$ cat config.mk
export PLATFORM = sky130hd
export DESIGN_NAME = column_depth_integral_search_flat
export DESIGN_NICKNAME = d
export VERILOG_FILES = /design/src/design/cdis_pkg.sv /design/src/design/cdis_if.sv /design/src/design/cdis_ram.sv /design/src/design/cdis_div.sv /design/src/design/cdis_dp.sv /design/src/design/cdis_ctrl.sv /design/src/design/column_depth_integral_search.sv /design/src/flat_wrapper.sv
export SDC_FILE = /design/constraint.sdc
export NUM_CORES = 2
export LEC_CHECK = 0
export ABC_CLOCK_PERIOD_IN_PS = 11300
export BUFFER_PORTS_ARGS = -buffer_cell sky130_fd_sc_hd__buf_2
export CORE_AREA = 5 5 505 382
export CTS_CLUSTER_SIZE = 20
export DETAILED_ROUTE_END_ITERATION = 7
export DIE_AREA = 0 0 510 387
export PLACE_DENSITY_LB_ADDON = 0.2
export SYNTH_ARGS = -nofsm -noshare
export SYNTH_HDL_FRONTEND = slang
export SYNTH_SLANG_ARGS = --single-unit
$ cat constraint.sdc
create_clock -name i_clk -period 11.3 [get_ports i_clk]
set_clock_uncertainty 0.1 [all_clocks]
set_input_delay 1.695 -clock i_clk [delete_from_list [all_inputs] [get_ports i_clk]]
set_output_delay 1.695 -clock i_clk [all_outputs]
set_load 0.02 [all_outputs]
$ cat src/design/cdis_pkg.sv
// Shared types, constants and codes for the column depth integral search block.
package cdis_pkg;
    localparam int MaxRows   = 64;
    localparam int FracBits  = 16;
    localparam int RowW      = $clog2(MaxRows);
    localparam int CntW      = RowW + 1;
    localparam int QW        = FracBits + 1;
    localparam int SumW      = 38;
    localparam int HgtW      = 22;
    localparam int DivNW     = SumW;
    localparam int DivDW     = HgtW;
    localparam int DivCntW   = $clog2(DivNW + 1);

    typedef enum logic [1:0] {
        CMD_LOAD = 2'd0,
        CMD_FIND = 2'd1,
        CMD_EVAL = 2'd2,
        CMD_NONE = 2'd3
    } t_cmd;

    typedef enum logic [2:0] {
        ST_OK      = 3'd0,
        ST_FULL    = 3'd1,
        ST_EMPTY   = 3'd2,
        ST_TARGET  = 3'd3,
        ST_ELEV    = 3'd4
    } t_status;

    typedef struct packed {
        logic [1:0]  cmd;
        logic        first_block;
        logic [15:0] value;
        logic [15:0] thickness;
        logic [21:0] column_height;
        logic [16:0] target;
        logic [6:0]  elevation_block;
        logic [16:0] elevation_fraction;
    } t_in_item;

    typedef struct packed {
        logic [1:0]  kind;
        logic [16:0] depth_value;
        logic [5:0]  row_index;
        logic [6:0]  block_index;
        logic [16:0] block_fraction;
        logic [2:0]  status;
    } t_out_item;

    typedef enum logic [4:0] {
        S_IDLE, S_DECODE, S_LD_MUL, S_LD_DIV, S_LD_WAIT, S_LD_DONE,
        S_FD_RDLAST, S_FD_CHK, S_FD_GUESS, S_FD_GWAIT, S_FD_RDB, S_FD_RDT,
        S_FD_CMP, S_FD_FDIV, S_FD_FWAIT,
        S_EV_RDB, S_EV_RDT, S_EV_MUL, S_EV_DONE, S_OUT
    } t_state;

    // Commands from controller to datapath
    typedef enum logic [4:0] {
        OP_NOP, OP_CAPTURE, OP_LD_CLEAR, OP_LD_MUL, OP_LD_DIVSTART, OP_LD_STORE,
        OP_FD_INIT, OP_FD_GSTART, OP_FD_GTAKE, OP_FD_RDB, OP_FD_RDT,
        OP_FD_NARROW, OP_FD_FSTART, OP_FD_FTAKE, OP_FD_FLAT,
        OP_EV_RDB, OP_EV_RDT, OP_EV_MUL, OP_EV_TAKE, OP_ERROR, OP_RDLAST,
        OP_FD_HIT1, OP_ZERO
    } t_op;

    typedef struct packed {
        t_op      op;
        t_status  err;
    } t_ctl;

    typedef struct packed {
        logic cmd_load;
        logic cmd_find;
        logic cmd_eval;
        logic height_zero;
        logic full;
        logic empty;
        logic tgt_bad;
        logic elev_bad;
        logic elev_last;
        logic div_busy;
        logic flat;
        logic gt_bot;
        logic lt_top;
        logic top_gt_bot;
        logic cur_zero;
        logic iter_done;
        logic frac_trivial;
    } t_sts;
endpackage

$ cat src/design/cdis_if.sv
// Valid/ready channel interface carrying one item.
interface cdis_if #(
    parameter type T = logic
);
    logic valid;
    logic ready;
    T     data;
    modport source (output valid, output data, input ready);
    modport sink (input valid, input data, output ready);
endinterface

$ cat src/design/cdis_ram.sv
// Generic single-port RAM with registered read.
module cdis_ram #(
    parameter int Width = 8,
    parameter int Depth = 16
) (
    input  logic                     i_clk,
    input  logic                     i_we,
    input  logic [$clog2(Depth)-1:0] i_addr,
    input  logic [Width-1:0]         i_wdata,
    output logic [Width-1:0]         o_rdata
);
    logic [Width-1:0] r_mem [Depth];
    logic [Width-1:0] r_rdata;

    always_ff @(posedge i_clk) begin
        if (i_we) begin
            r_mem[i_addr] <= i_wdata;
        end
        r_rdata <= r_mem[i_addr];
    end
    assign o_rdata = r_rdata;
endmodule

$ cat src/design/cdis_div.sv
// Restoring radix-2 divider, one quotient bit per cycle.
module cdis_div (
    input  logic                     i_clk,
    input  logic                     i_rst_n,
    input  logic                     i_start,
    input  logic [cdis_pkg::DivNW-1:0] i_num,
    input  logic [cdis_pkg::DivDW-1:0] i_den,
    output logic                     o_busy,
    output logic [cdis_pkg::DivNW-1:0] o_quo
);
    import cdis_pkg::*;
    logic [DivNW-1:0]   r_quo, n_quo;
    logic [DivDW:0]     r_rem, n_rem;
    logic [DivDW-1:0]   r_den;
    logic [DivCntW-1:0] r_cnt, n_cnt;
    logic [DivDW+1:0]   w_try;

    always_comb begin
        n_quo = r_quo;
        n_rem = r_rem;
        n_cnt = r_cnt;
        w_try = {r_rem, r_quo[DivNW-1]} - {2'b00, r_den};
        if (i_start) begin
            n_quo = i_num;
            n_rem = '0;
            n_cnt = DivCntW'(DivNW);
        end else if (r_cnt != '0) begin
            n_cnt = r_cnt - 1'b1;
            if (!w_try[DivDW+1]) begin
                n_rem = w_try[DivDW:0];
                n_quo = {r_quo[DivNW-2:0], 1'b1};
            end else begin
                n_rem = {r_rem[DivDW-1:0], r_quo[DivNW-1]};
                n_quo = {r_quo[DivNW-2:0], 1'b0};
            end
        end
    end

    always_ff @(posedge i_clk) begin
        if (!i_rst_n) begin
            r_cnt <= '0;
        end else begin
            r_cnt <= n_cnt;
        end
        r_quo <= n_quo;
        r_rem <= n_rem;
        if (i_start) begin
            r_den <= i_den;
        end
    end
    assign o_busy = (r_cnt != '0);
    assign o_quo  = r_quo;
endmodule

$ cat src/design/cdis_dp.sv
// Datapath: column state, row store, shared divider and search registers.
module cdis_dp (
    input  logic                i_clk,
    input  logic                i_rst_n,
    input  cdis_pkg::t_in_item  i_item,
    input  cdis_pkg::t_ctl      i_ctl,
    output cdis_pkg::t_sts      o_sts,
    output cdis_pkg::t_out_item o_res
);
    import cdis_pkg::*;
    localparam logic [QW-1:0] OneQ = QW'(1) << FracBits;

    t_in_item         r_item;
    logic [CntW-1:0]  r_rows;
    logic [SumW-1:0]  r_sum;
    logic [HgtW-1:0]  r_hgt;
    logic [SumW:0]    r_acc;
    t_out_item        r_res;
    logic [RowW-1:0]  r_top, r_bot, r_cur;
    logic [QW-1:0]    r_top_val, r_bot_val, r_cb, r_ct;
    logic             r_top_ovf;   // top moved past the last row
    logic [CntW-1:0]  r_iter;
    logic             r_div_go;
    logic [DivNW-1:0] r_div_num;
    logic [DivDW-1:0] r_div_den;

    logic             w_we;
    logic [RowW-1:0]  w_addr;
    logic [QW-1:0]    w_rd, w_wd;
    logic             w_busy;
    logic [DivNW-1:0] w_quo;
    logic [QW-1:0]    w_q;
    logic [RowW:0]    w_g;
    logic [RowW-1:0]  w_span;
    logic [CntW-1:0]  w_last;
    logic [QW+CntW-1:0]     w_gprod;
    logic [2*FracBits-1:0]  w_mul;

    cdis_ram #(.Width(QW), .Depth(MaxRows)) u_ram (
        .i_clk(i_clk), .i_we(w_we), .i_addr(w_addr), .i_wdata(w_wd), .o_rdata(w_rd)
    );

    cdis_div u_div (
        .i_clk(i_clk), .i_rst_n(i_rst_n), .i_start(r_div_go),
        .i_num(r_div_num), .i_den(r_div_den), .o_busy(w_busy), .o_quo(w_quo)
    );

    assign w_last  = r_rows - 1'b1;
    assign w_q     = (w_quo > DivNW'(OneQ)) ? OneQ : w_quo[QW-1:0];
    assign w_span  = r_bot - r_top;
    assign w_g     = (w_quo > DivNW'(w_span)) ? {1'b0, w_span} : w_quo[RowW:0];
    // guess numerator: (span + 1) * (target - top value)
    assign w_gprod = ((QW+CntW)'(w_span) + 1'b1)
                     * (QW+CntW)'(r_item.target - r_top_val);
    assign w_mul   = {16'd0, r_item.value} * {16'd0, r_item.thickness};

    always_comb begin
        w_we   = 1'b0;
        w_wd   = w_q;
        w_addr = r_cur;
        unique case (i_ctl.op)
            OP_LD_STORE: begin
                w_we   = 1'b1;
                w_addr = r_rows[RowW-1:0];
            end
            OP_RDLAST: w_addr = w_last[RowW-1:0];
            OP_FD_RDB: w_addr = r_cur;
            OP_FD_RDT: w_addr = r_cur - 1'b1;
            OP_EV_RDB: w_addr = r_item.elevation_block[RowW-1:0];
            OP_EV_RDT: w_addr = r_item.elevation_block[RowW-1:0] - 1'b1;
            default: w_addr = r_cur;
        endcase
    end

    always_comb begin
        o_sts.cmd_load     = (r_item.cmd == CMD_LOAD);
        o_sts.cmd_find     = (r_item.cmd == CMD_FIND);
        o_sts.cmd_eval     = (r_item.cmd == CMD_EVAL);
        o_sts.height_zero  = (r_hgt == '0);
        o_sts.full         = (r_rows == CntW'(MaxRows));
        o_sts.empty        = (r_rows == '0);
        o_sts.tgt_bad      = (r_item.target > OneQ) || (r_item.target > r_bot_val);
        o_sts.elev_bad     = (CntW'(r_item.elevation_block) > r_rows)
                             || (r_item.elevation_block > 7'(MaxRows))
                             || (r_item.elevation_fraction > OneQ);
        o_sts.elev_last    = (CntW'(r_item.elevation_block) == r_rows);
        o_sts.div_busy     = w_busy || r_div_go;
        o_sts.flat         = (r_bot_val <= r_top_val);
        o_sts.gt_bot       = (r_cb < r_item.target);
        o_sts.lt_top       = (r_item.target < r_ct);
        o_sts.top_gt_bot   = r_top_ovf || (r_top > r_bot);
        o_sts.cur_zero     = (r_cur == '0);
        o_sts.iter_done    = (r_iter > CntW'(MaxRows));
        o_sts.frac_trivial = (r_cb == r_ct) || ((r_item.target - r_ct) >= (r_cb - r_ct));
    end

    always_ff @(posedge i_clk) begin
        if (!i_rst_n) begin
            r_rows <= '0;
            r_sum  <= '0;
            r_hgt  <= '0;
            r_div_go <= 1'b0;
        end else begin
            r_div_go <= (i_ctl.op == OP_LD_DIVSTART) || (i_ctl.op == OP_FD_GSTART)
                        || (i_ctl.op == OP_FD_FSTART);
            unique case (i_ctl.op)
                OP_CAPTURE: begin
                    r_item <= i_item;
                    r_res  <= '{kind: i_item.cmd, default: '0};
                end
                OP_LD_CLEAR: begin
                    if (r_item.first_block) begin
                        r_rows <= '0;
                        r_sum  <= '0;
                        r_hgt  <= r_item.column_height;
                    end
                end
                OP_LD_MUL: r_acc <= {1'b0, r_sum} + (SumW+1)'(w_mul);
                OP_LD_DIVSTART: begin
                    r_sum     <= r_acc[SumW] ? '1 : r_acc[SumW-1:0];
                    r_div_num <= r_acc[SumW] ? '1 : r_acc[SumW-1:0];
                    r_div_den <= r_hgt;
                end
                OP_LD_STORE: begin
                    r_rows <= r_rows + 1'b1;
                    r_res.depth_value <= w_q;
                    r_res.row_index   <= r_rows[RowW-1:0];
                end
                OP_RDLAST: r_cur <= w_last[RowW-1:0];
                OP_FD_INIT: begin
                    r_top     <= '0;
                    r_top_val <= '0;
                    r_top_ovf <= 1'b0;
                    r_bot     <= w_last[RowW-1:0];
                    r_bot_val <= w_rd;
                    r_iter    <= '0;
                end
                OP_FD_GSTART: begin
                    r_iter    <= r_iter + 1'b1;
                    r_div_num <= DivNW'(w_gprod);
                    r_div_den <= DivDW'(r_bot_val - r_top_val);
                end
                OP_FD_FLAT: begin
                    r_iter <= r_iter + 1'b1;
                    r_cur  <= r_top;
                end
                OP_FD_GTAKE: r_cur <= r_top + w_g[RowW-1:0];
                OP_FD_RDB: ;
                OP_FD_RDT: r_cb <= w_rd;
                OP_FD_NARROW: begin
                    if (r_cur == '0) r_ct <= '0;
                    else r_ct <= w_rd;
                end
                OP_FD_HIT1: begin
                    if (r_cb < r_item.target) begin
                        if (r_cur == RowW'(MaxRows - 1)) r_top_ovf <= 1'b1;
                        r_top <= r_cur + 1'b1;
                        r_top_val <= r_cb;
                    end else begin
                        r_bot <= r_cur - 1'b1;
                        r_bot_val <= r_ct;
                    end
                end
                OP_FD_FSTART: begin
                    r_div_num <= DivNW'({r_item.target - r_ct, FracBits'(0)});
                    r_div_den <= DivDW'(r_cb - r_ct);
                end
                OP_FD_FTAKE: begin
                    r_res.block_index <= 7'(r_cur);
                    if (r_cb == r_ct) r_res.block_fraction <= '0;
                    else if ((r_item.target - r_ct) >= (r_cb - r_ct))
                        r_res.block_fraction <= OneQ;
                    else r_res.block_fraction <= w_quo[QW-1:0];
                end
                OP_EV_RDB: ;
                OP_EV_RDT: r_cb <= w_rd;
                OP_EV_MUL: begin
                    r_ct <= (r_item.elevation_block == '0) ? '0 : w_rd;
                end
                OP_EV_TAKE: begin
                    if (o_sts.elev_last) r_res.depth_value <= w_rd;
                    else if (r_item.elevation_fraction >= OneQ) r_res.depth_value <= r_cb;
                    else if (r_cb <= r_ct) r_res.depth_value <= r_ct;
                    else r_res.depth_value <= r_ct + QW'(((2*QW)'(r_cb - r_ct)
                        * (2*QW)'(r_item.elevation_fraction)) >> FracBits);
                end
                OP_ERROR: begin
                    r_res.depth_value    <= '0;
                    r_res.row_index      <= '0;
                    r_res.block_index    <= '0;
                    r_res.block_fraction <= '0;
                    r_res.status         <= i_ctl.err;
                end
                OP_ZERO: ;
                default: ;
            endcase
        end
    end
    assign o_res = r_res;
endmodule

$ cat src/design/cdis_ctrl.sv
// Controller state machine sequencing load, find and eval items.
module cdis_ctrl (
    input  logic           i_clk,
    input  logic           i_rst_n,
    input  logic           i_in_valid,
    output logic           o_in_ready,
    output logic           o_out_valid,
    input  logic           i_out_ready,
    input  cdis_pkg::t_sts i_sts,
    output cdis_pkg::t_ctl o_ctl
);
    import cdis_pkg::*;
    t_state r_state, n_state;

    always_ff @(posedge i_clk) begin
        if (!i_rst_n) begin
            r_state <= S_IDLE;
        end else begin
            r_state <= n_state;
        end
    end

    always_comb begin
        n_state     = r_state;
        o_ctl.op    = OP_NOP;
        o_ctl.err   = ST_OK;
        o_in_ready  = 1'b0;
        o_out_valid = 1'b0;
        unique case (r_state)
            S_IDLE: begin
                o_in_ready = 1'b1;
                if (i_in_valid) begin
                    o_ctl.op = OP_CAPTURE;
                    n_state  = S_DECODE;
                end
            end
            S_DECODE: begin
                if (i_sts.cmd_load) begin
                    n_state = S_LD_MUL;
                end else if (i_sts.cmd_find || i_sts.cmd_eval) begin
                    if (i_sts.empty) begin
                        o_ctl.op = OP_ERROR; o_ctl.err = ST_EMPTY; n_state = S_OUT;
                    end else begin
                        o_ctl.op = OP_RDLAST;
                        n_state  = i_sts.cmd_find ? S_FD_RDLAST : S_EV_RDB;
                    end
                end else begin
                    n_state = S_OUT;
                end
            end
            S_LD_MUL: begin
                o_ctl.op = OP_LD_CLEAR;
                n_state  = S_LD_DIV;
            end
            S_LD_DIV: begin
                if (i_sts.height_zero) begin
                    o_ctl.op = OP_ERROR; o_ctl.err = ST_EMPTY; n_state = S_OUT;
                end else if (i_sts.full) begin
                    o_ctl.op = OP_ERROR; o_ctl.err = ST_FULL; n_state = S_OUT;
                end else begin
                    o_ctl.op = OP_LD_MUL; n_state = S_LD_WAIT;
                end
            end
            S_LD_WAIT: begin
                o_ctl.op = OP_LD_DIVSTART;
                n_state  = S_LD_DONE;
            end
            S_LD_DONE: begin
                if (!i_sts.div_busy) begin
                    o_ctl.op = OP_LD_STORE; n_state = S_OUT;
                end
            end
            S_FD_RDLAST: n_state = S_FD_CHK;
            S_FD_CHK: begin
                o_ctl.op = OP_FD_INIT;
                n_state  = S_FD_GUESS;
            end
            S_FD_GUESS: begin
                if (i_sts.tgt_bad) begin
                    o_ctl.op = OP_ERROR; o_ctl.err = ST_TARGET; n_state = S_OUT;
                end else if (i_sts.top_gt_bot || i_sts.iter_done) begin
                    o_ctl.op = OP_ERROR; o_ctl.err = ST_TARGET; n_state = S_OUT;
                end else if (i_sts.flat) begin
                    o_ctl.op = OP_FD_FLAT; n_state = S_FD_RDB;
                end else begin
                    o_ctl.op = OP_FD_GSTART; n_state = S_FD_GWAIT;
                end
            end
            S_FD_GWAIT: begin
                if (!i_sts.div_busy) begin
                    o_ctl.op = OP_FD_GTAKE; n_state = S_FD_RDB;
                end
            end
            S_FD_RDB: begin
                o_ctl.op = OP_FD_RDB; n_state = S_FD_RDT;
            end
            S_FD_RDT: begin
                o_ctl.op = OP_FD_RDT; n_state = S_FD_CMP;
            end
            S_FD_CMP: begin
                o_ctl.op = OP_FD_NARROW; n_state = S_FD_FDIV;
            end
            S_FD_FDIV: begin
                if (i_sts.gt_bot || (i_sts.lt_top && !i_sts.cur_zero)) begin
                    o_ctl.op = OP_FD_HIT1; n_state = S_FD_GUESS;
                end else if (i_sts.lt_top) begin
                    o_ctl.op = OP_ERROR; o_ctl.err = ST_TARGET; n_state = S_OUT;
                end else begin
                    o_ctl.op = OP_FD_FSTART; n_state = S_FD_FWAIT;
                end
            end
            S_FD_FWAIT: begin
                if (!i_sts.div_busy) begin
                    o_ctl.op = OP_FD_FTAKE; n_state = S_OUT;
                end
            end
            S_EV_RDB: begin
                if (i_sts.elev_bad) begin
                    o_ctl.op = OP_ERROR; o_ctl.err = ST_ELEV; n_state = S_OUT;
                end else begin
                    o_ctl.op = OP_EV_RDB; n_state = S_EV_RDT;
                end
            end
            S_EV_RDT: begin
                o_ctl.op = OP_EV_RDT; n_state = S_EV_MUL;
            end
            S_EV_MUL: begin
                o_ctl.op = OP_EV_MUL; n_state = S_EV_DONE;
            end
            S_EV_DONE: begin
                // last stored row is on the read port here
                o_ctl.op = OP_EV_TAKE;
                n_state  = S_OUT;
            end
            S_OUT: begin
                o_out_valid = 1'b1;
                if (i_out_ready) n_state = S_IDLE;
            end
            default: n_state = S_IDLE;
        endcase
    end
endmodule

$ cat src/design/column_depth_integral_search.sv
// Top level of the column depth integral search block.
//  channel | dir | payload              | handshake
//  in_if   | in  | cmd, value, target.. | valid/ready
//  out_if  | out | kind, depth_value..  | valid/ready
// One item at a time. Load: the sum goes through the 38-step divider before the store.
// Find: reads the last row and sets up, then each search step runs the guess division
// and reads two rows (a flat step skips the division); a hit divides for the fraction.
// Reset clears row count, sum and height; the row store is not cleared.
// A result waits in its register until taken; no new item meanwhile.
module column_depth_integral_search (
    input  logic i_clk,
    input  logic i_rst_n,
    cdis_if.sink   in_if,
    cdis_if.source out_if
);
    import cdis_pkg::*;
    t_ctl w_ctl;
    t_sts w_sts;

    cdis_ctrl u_ctrl (
        .i_clk(i_clk), .i_rst_n(i_rst_n),
        .i_in_valid(in_if.valid), .o_in_ready(in_if.ready),
        .o_out_valid(out_if.valid), .i_out_ready(out_if.ready),
        .i_sts(w_sts), .o_ctl(w_ctl)
    );

    cdis_dp u_dp (
        .i_clk(i_clk), .i_rst_n(i_rst_n), .i_item(in_if.data),
        .i_ctl(w_ctl), .o_sts(w_sts), .o_res(out_if.data)
    );
endmodule

$ cat src/flat_wrapper.sv
// flat-port wrapper written by rule: the top's interface ports become plain ports
module column_depth_integral_search_flat import cdis_pkg::*;
  (i_clk, i_rst_n, in_if_valid, in_if_data, in_if_ready, out_if_valid, out_if_data, out_if_ready);
  cdis_if #(.T(t_in_item)) in_if_i ();
  cdis_if #(.T(t_out_item)) out_if_i ();
  input  logic i_clk;
  input  logic i_rst_n;
  input wire logic [$bits(in_if_i.valid)-1:0] in_if_valid;
  input wire logic [$bits(in_if_i.data)-1:0] in_if_data;
  output wire logic [$bits(in_if_i.ready)-1:0] in_if_ready;
  output wire logic [$bits(out_if_i.valid)-1:0] out_if_valid;
  output wire logic [$bits(out_if_i.data)-1:0] out_if_data;
  input wire logic [$bits(out_if_i.ready)-1:0] out_if_ready;
  assign in_if_i.valid = in_if_valid;
  assign in_if_i.data = in_if_data;
  assign in_if_ready = in_if_i.ready;
  assign out_if_valid = out_if_i.valid;
  assign out_if_data = out_if_i.data;
  assign out_if_i.ready = out_if_ready;
  column_depth_integral_search u_core (.i_clk(i_clk), .i_rst_n(i_rst_n), .in_if(in_if_i), .out_if(out_if_i));
endmodule
Word-level counts from Yosys, hierarchy flattened

Memory sizes are Yosys's and may differ from the RTL's. A register that Yosys moved wholly into a read port is not among the register bits.
Cells that the tools add are included.

Bits in registers: 503
Memory bits (writable): 1088
Bits of input ports: 102
Output and inout port bits: 54
Logic and storage cells: 267
Memories: 1

Memory list:

| memory                  | depth | width | rd ports | clocked after memory_dff | wr ports | line           | text |
|---|---|---|---|---|---|---|---|
| u_core.u_dp.u_ram.r_mem | 64    | 17    | 1        | 1                        | 1        | cdis_ram.sv:12 | `logic [Width-1:0] r_mem [Depth];` |

Add/subtract/negate cells: 19
Multipliers: 3
Order comparisons: 15
Equal/unequal tests: 53
Mux-type cells: 86
Bitwise operators: 1
Reductions and logical operators: 54

Operators with widths:

| kind                 | number |
|---|---|
| $mux 17              | 10 |
| $mux 38              | 4 |
| $pmux 38 s3          | 1 |
| $pmux 17 s2          | 3 |
| $pmux 5 s19          | 1 |
| $mux 5               | 18 |
| $pmux 5 s18          | 1 |
| $pmux 38 s2          | 1 |
| $eq 5x4->1 const B   | 15 |
| $sub 17x17->18       | 4 |
| $pmux 22 s3          | 1 |
| $pmux 17 s3          | 1 |
| $eq 5x5->1 const B   | 10 |
| $pmux 24 s2          | 1 |
| $eq 5x3->1 const B   | 8 |
| $add 38x32->39       | 1 |
| $gt 38x17->1 const B | 1 |
| $gt 38x6->1          | 1 |
| $pmux 6 s2           | 3 |
| $gt 17x17->1 const B | 2 |
| $le 17x17->1         | 2 |
| $lt 17x17->1         | 2 |
| $sub 17x17->17       | 2 |
| $mul 18x18->33       | 1 |
| 56 further kinds     | 137 |

Logic depth before layout (Yosys ltp)

Depth after elaboration: 10
Mapped depth: 47
Mapped depth without buffers: 46

Hierarchy

Synthesis repeated with hierarchy kept, for this count alone.

Cells, all modules: 7862
Area, all modules: 94161.6 µm²

Modules (own cells, without submodules):

| module    | instances | cells an instance | area each (µm²) |
|---|---|---|---|
| cdis_dp   | 1         | 4858              | 46066.7 |
| cdis_ram  | 1         | 2399              | 42102.9 |
| cdis_div  | 1         | 450               | 4969.8 |
| cdis_ctrl | 1         | 155               | 1022.2 |

Least setup slack after synthesis

OpenSTA, ideal clock, no wires.

Path kind: reg2reg
Start point: register u_core.u_dp.r_ct[0]
End point: register u_core.u_dp.r_res (netlist bit u_core.u_dp.o_res[49]), data pin
Library setup time: 0.168 ns
Arrival time: 9.925 ns
Required time: 11.032 ns
Setup slack: 1.108 ns
Stages on the path, launching flop included: 44
Path buffers: 1
Period minus slack after synthesis: 10.192 ns
Cell sequence: edfxtp_1 ha_1 fa_1 nor2b_1 o21ai_0 a21oi_1 o21ai_0 a21oi_1 a31oi_1 xnor2_1 clkbuf_1 nand2_1 fa_1 fa_1 fa_1 inv_1 fa_1 fa_1 [8 not listed] o41ai_1 o211ai_1 nor4_1 nor2_1 a21oi_1 nor2b_1 nor2_1 xnor2_1 ha_1 a21oi_1 o21ai_0 a31o_2 xnor2_1 xnor2_1 xnor2_1 nor2_1 xnor2_1 a211oi_1

Cells in the longest elaborated chain, start to end: 8
Elaborated cells on any way between the ends: 19

Ends and longest elaborated chain:

| item                                                                   | line           | text |
|---|---|---|
| start: declaration                                                     | cdis_dp.sv:20  | `logic [QW-1:0] r_top_val, r_bot_val, r_cb, r_ct;` |
| start signal: assignment                                               | cdis_dp.sv:152 | `else r_ct <= w_rd;` |
| start signal: assignment                                               | cdis_dp.sv:178 | `r_ct <= (r_item.elevation_block == '0) ? '0 : w_rd;` |
| parallel branches: the longest is 7 deep, another holds $mul 18x18->33 | --             |  |
| $pmux 17 s3 (*)                                                        | cdis_dp.sv:106 | `unique case (i_ctl.op)` |
| end: declaration                                                       | cdis_dp.sv:18  | `t_out_item r_res;` |

Every way passes the cells marked *.
A chain may end at the register's enable or synchronous reset.

Worst setup path in the final report

Start point: register u_core.u_dp.r_cb[0]
End point: register u_core.u_dp.r_res (netlist bit u_core.u_dp.o_res[49]), data pin

Cells in the longest elaborated chain, start to end: 7
Elaborated cells on any way between the ends: 17

Ends and longest elaborated chain:

| item                                               | line                             | text |
|---|---|---|
| start: declaration                                 | cdis_dp.sv:20                    |  |
| start signal: assignment                           | cdis_dp.sv:149                   | `OP_FD_RDT: r_cb <= w_rd;` |
| start signal: assignment                           | cdis_dp.sv:176                   | `OP_EV_RDT: r_cb <= w_rd;` |
| $sub 17x17->18 or $lt 17x17->1 (tied branches)     | cdis_dp.sv:184, cdis_dp.sv:89    |  |
| $mul 18x18->33 or $logic_or 1x1->1 (tied branches) | cdis_dp.sv:185, cdis_ctrl.sv:104 |  |
| $add 17x17->17 or $mux 5 (tied branches)           | cdis_dp.sv:184, cdis_ctrl.sv:104 |  |
| $mux 17 or $pmux 5 s18 (tied branches)             | cdis_dp.sv:183, cdis_ctrl.sv:29  |  |
| $mux 17, or another cell as far along              | cdis_dp.sv:182                   | `else if (r_item.elevation_fraction >= OneQ) r_res.depth_value <= r_cb;` |
| $mux 17 or $reduce_or 2->1 (tied branches)         | --                               |  |
| $pmux 17 s3 (*)                                    | cdis_dp.sv:106                   |  |

Every way passes the cells marked *; elsewhere a longest branch is shown, timed or not.

==> metrics list <==
* Post-detailed-routing wire length: 278,000 um
* Vias per cell: 5.89
- Crit end category: register
- Via count of the first global-routing pass: 61.0k
- Clock buffer count from CTS: 159
- Of the post-synthesis cell area, the dominant cell type holds 0.480.
* Placed instance area: 97,500 um2
- Reg2reg path depth: between 40 and 50
* Async S/R FF share, synth: 0
* Startpoint types: register
- The most used flip-flop cell after synthesis is sky130_fd_sc_hd__edfxtp_1.
- Once layout is done, the placed cells without fillers occupy 103,000 um2.
- In the final layout, the share of cells above drive strength 1 is 0.0918.
- In this run the tool buffered the top-level ports with roughly 150 buffer cells.
* Final hold violations: 0
* Critical path class: reg -> reg
- Transition at the pin with the smallest max-transition slack: between 1 and 1.5 ns
* Syn Nets: 8,987
* Synth unique cells: 89
- Count of pins on the block boundary: ~160
* Die Y: 387 um
- Total clock sinks: 1,607
- Post-DR wirelength/cell: 26.1 um
- At the worst endpoint, the arrival time is 11.22 ns.
- Of the available clock period, the critical path in the final layout requires 0.945.
- Of all nets on the critical path, the largest fanout is 8.
* Total number of vias: roughly 63k
* Syn Inst Count: 7,839
- The tool flagged a number of max-cap violations equal to 0.
* Post-synthesis instance area: 93,100 um2
* Proportion of synthesized chip area in sequential cells: 0.506
- Counting along the longest clock path gives a buffer depth of 3.
* Final cell count without fillers: 10.7k
- The largest total area in the synthesized netlist belongs to sky130_fd_sc_hd__edfxtp_1.
- The largest single stage delay on the critical path is 0.60 ns.
- Setup violations remaining at the end of the flow were counted as 0.
- Total routing resource utilization after global routing: 0.278
- CP max-delay cell: sky130_fd_sc_hd__a211oi_1
- Cell seen most often among critical-path stages: sky130_fd_sc_hd__fa_1
- Number of placed instances, taps included: 10.4k
- Number of remaining DRC errors: 0
* Pin count of the biggest net entering global routing: between 100 and 150
- Initial antenna violation count: 17
- The region available for standard cell placement spans roughly 190,000 um2.
- Yosys printed 0 warnings.
* Die area: between 150,000 and 200,000 um2
* Startpoint of the worst register-to-register path: u_core.u_dp.r_cb[0]$_DFFE_PP_
- A synthesized cell averages 11.9 um2.
- Flop-to-flop setup slack: 0.63 ns
- Wire length of the first global-routing pass: roughly 410,000 um
- Required time worst endpoint: 11.84 ns
* Detail Placement HPWL: 194,000 um
- Standard-cell rows: 138
- Count of final max-slew check failures: 0
* Final nets: 9,162
- The layout has roughly 16k filler cells.
* Minimum period implied by the final worst setup slack: 10.67 ns
* Outcome: finished, final reports clean
* Number of levels the H-tree was split into: 4
- CTS clock-pin slew for the worst setup and hold paths: about 0.070 ns
- Remaining antenna violation count: 0
* Router iterations before antenna repair: 8
* Flip-flop and latch count after synthesis: 1,607
* Later-pin clock latency in the skew report: 0.84 ns
* Tightest Hold Check Type: reg -> reg
- TritonCTS clock tree: done
* Post-synth EDFFs: 1,488
- Tracing the worst setup path back leads to its startpoint at u_core.u_dp.r_cb[0]$_DFFE_PP_.
- Area growth, synth to finish: 10.6%
- For this run, the top clock speed supported by timing is 0.0937 GHz.
- Root Buffer: sky130_fd_sc_hd__clkbuf_16
- Horiz. Die Dim: 510 um
* Initial Util: 0.496
- Crit path to: u_core.u_dp.o_res[49]$_DFFE_PP_
- Global route total overflow: 0
- By area the synthesized netlist is led by sky130_fd_sc_hd__edfxtp_1, sky130_fd_sc_hd__fa_1, sky130_fd_sc_hd__ha_1.
- The detailed router finished its first iteration with 7,758 violations.
* End of the worst register-to-register path: u_core.u_dp.o_res[49]$_DFFE_PP_
- Routability cong.: 0.963
* Rel. slew slack: 0.0760
cells in the mapped netlist, types with 9 or more instances:
cell                        instances
sky130_fd_sc_hd__a22oi_1           14
sky130_fd_sc_hd__edfxtp_1        1488
sky130_fd_sc_hd__a21o_1            56
sky130_fd_sc_hd__buf_6             11
sky130_fd_sc_hd__xor2_1            62
sky130_fd_sc_hd__nor2b_1           72
sky130_fd_sc_hd__a222oi_1          70
sky130_fd_sc_hd__o31ai_1           13
sky130_fd_sc_hd__and2_1           325
sky130_fd_sc_hd__mux2_2            44
sky130_fd_sc_hd__nor2_1           398
sky130_fd_sc_hd__o21ai_0          259
sky130_fd_sc_hd__dfxtp_1          119
sky130_fd_sc_hd__fa_1             614
sky130_fd_sc_hd__o21a_1            40
sky130_fd_sc_hd__a211oi_1          41
sky130_fd_sc_hd__buf_4             11
sky130_fd_sc_hd__o211ai_1          36
sky130_fd_sc_hd__o221ai_1          13
sky130_fd_sc_hd__nor3_1            89
sky130_fd_sc_hd__and3_1            45
sky130_fd_sc_hd__o2111ai_1          9
sky130_fd_sc_hd__clkbuf_1         250
sky130_fd_sc_hd__o22ai_1          119
sky130_fd_sc_hd__o21bai_1          27
sky130_fd_sc_hd__nand3_1           83
sky130_fd_sc_hd__a21oi_1          334
sky130_fd_sc_hd__a311oi_1          14
sky130_fd_sc_hd__buf_2             54
sky130_fd_sc_hd__or3_1             30
sky130_fd_sc_hd__xnor2_1          143
sky130_fd_sc_hd__nor4_1            42
sky130_fd_sc_hd__buf_1             20
sky130_fd_sc_hd__a221oi_1          30
sky130_fd_sc_hd__or4_1             13
sky130_fd_sc_hd__nand4_1           34
sky130_fd_sc_hd__nand2b_1          38
sky130_fd_sc_hd__a221o_1           61
sky130_fd_sc_hd__a21boi_0          16
sky130_fd_sc_hd__ha_1             432
sky130_fd_sc_hd__a31oi_1           54
sky130_fd_sc_hd__mux2i_1          259
sky130_fd_sc_hd__nand2_1          859
sky130_fd_sc_hd__inv_1            954
sky130_fd_sc_hd__or2_2             20
state kept, by name, indices dropped and copies added (netlist names), 17 cells and up:
signal and cells:
u_core.u_dp.u_ram.o_rdata 17, u_core.u_dp.u_div.r_rem 23, u_core.u_dp.r_div_den 22, u_core.u_dp.r_ct 17, u_core.u_dp.u_div.o_quo 38, u_core.u_dp.o_res 51
u_core.u_dp.r_hgt 22, u_core.u_dp.r_bot_val 17, u_core.u_dp.r_top_val 17, u_core.u_dp.r_div_num 38, u_core.u_dp.r_acc 39, u_core.u_dp.r_item 96
u_core.u_dp.r_cb 17, u_core.u_dp.r_sum 38, u_core.u_dp.u_div.r_den 22, u_core.u_dp.u_ram.r_mem 1088
logic make-up (layout without fill, tap and decap cells):
kind of cell	after synthesis	count (layout)	share of synthesized area
AO/OA/AOI/OAI	1297	1297	0.0927
other	1	6	0.0000403
XOR/XNOR	205	205	0.0193
multiplexers	303	303	0.0332
adder cells (fa/ha/maj)	1046	1046	0.190
buffers and inverters	1304	1611	0.0547
AND/OR/NAND/NOR	2076	2076	0.104
flip-flops	1607	1607	0.506
critical path: cells and delay by family (launching register included):
kind	cells	cell delay (ns)
flip-flops	1	0.36
XOR/XNOR	5	0.86
buffers and inverters	7	0.68
adder cells (fa/ha/maj)	10	4.32
AO/OA/AOI/OAI	13	3.55
AND/OR/NAND/NOR	6	0.63
repair_timing:
item / 4_1_cts / 5_1_grt
buffers inserted: 0 / 8
endpoints found under the setup margin: 0 / 5
hold buffers: 0 / 0
resized for setup: 0 / 16
cell usage in the layout, fill, tap and decap left out, types with 53 or more instances in the layout:
cell type,n
sky130_fd_sc_hd__edfxtp_1,1488
sky130_fd_sc_hd__inv_1,953
sky130_fd_sc_hd__nand2_1,859
sky130_fd_sc_hd__fa_1,614
sky130_fd_sc_hd__ha_1,432
sky130_fd_sc_hd__nor2_1,374
sky130_fd_sc_hd__a21oi_1,328
sky130_fd_sc_hd__and2_1,325
sky130_fd_sc_hd__o21ai_0,258
sky130_fd_sc_hd__mux2i_1,255
sky130_fd_sc_hd__buf_4,196
sky130_fd_sc_hd__clkbuf_16,160
sky130_fd_sc_hd__buf_2,154
sky130_fd_sc_hd__xnor2_1,139
sky130_fd_sc_hd__o22ai_1,119
sky130_fd_sc_hd__dfxtp_1,118
sky130_fd_sc_hd__nor3_1,85
sky130_fd_sc_hd__nand3_1,82
sky130_fd_sc_hd__a222oi_1,70
sky130_fd_sc_hd__a221o_1,61
sky130_fd_sc_hd__xor2_1,60
sky130_fd_sc_hd__nor2b_1,57
sky130_fd_sc_hd__a21o_1,56
sky130_fd_sc_hd__a31oi_1,53
layout make-up:
type                       count  area (um2)  share of cell area
timing repair buffer         360        2440              0.0237
clock buffer                 213        4250              0.0413
multi-input combinational   4928       41400               0.402
inverter                     958        3600              0.0349
clock inverter                80        1080              0.0105
antenna                        5        12.5            0.000122
sequential                  1607       47100               0.457
tap                         2520        3150              0.0306
metal layers:
layer / global-route usage / part of all wire
met1: 0.434 / 0.44
met2: 0.380 / 0.41
met3: 0.0808 / 0.13
met4: 0.0699 / 0.026
met5: 0 / 0.000025
per-stage QoR:
step	utilization	hold slack, ns	TNS (ns)	setup slack [ns]
6_report	0.549	0.320	0	0.625
5_1_grt	0.549	0.328	-0.00451	-0.00451
4_1_cts	0.548	0.320	0	0.144
3_5_place_dp	0.520	0.305	0	0.209
3_3_place_gp	0.520	0.302	0	0.330
2_1_floorplan	-	0.300	0	1.11
worst min path at each step:
stage | startpoint | end | slack [ns] | cells after the start
floorplan | u_core.u_dp.r_div_den[0]$_DFFE_PP_ | u_core.u_dp.u_div.r_den[0]$_DFFE_PP_ | 0.30 | 0
global placement | u_core.u_dp.r_div_den[16]$_DFFE_PP_ | u_core.u_dp.u_div.r_den[16]$_DFFE_PP_ | 0.30 | 0
detailed placement | u_core.u_dp.r_div_den[17]$_DFFE_PP_ | u_core.u_dp.u_div.r_den[17]$_DFFE_PP_ | 0.30 | 0
CTS | u_core.u_dp.r_div_den[17]$_DFFE_PP_ | u_core.u_dp.u_div.r_den[17]$_DFFE_PP_ | 0.32 | 0
global route | u_core.u_dp.r_div_den[16]$_DFFE_PP_ | u_core.u_dp.u_div.r_den[16]$_DFFE_PP_ | 0.33 | 0
finish | u_core.u_dp.r_div_den[17]$_DFFE_PP_ | u_core.u_dp.u_div.r_den[17]$_DFFE_PP_ | 0.32 | 0
Power is not shown: default switching activity piles up to over one toggle a cycle in this logic, so the estimate is an artifact.
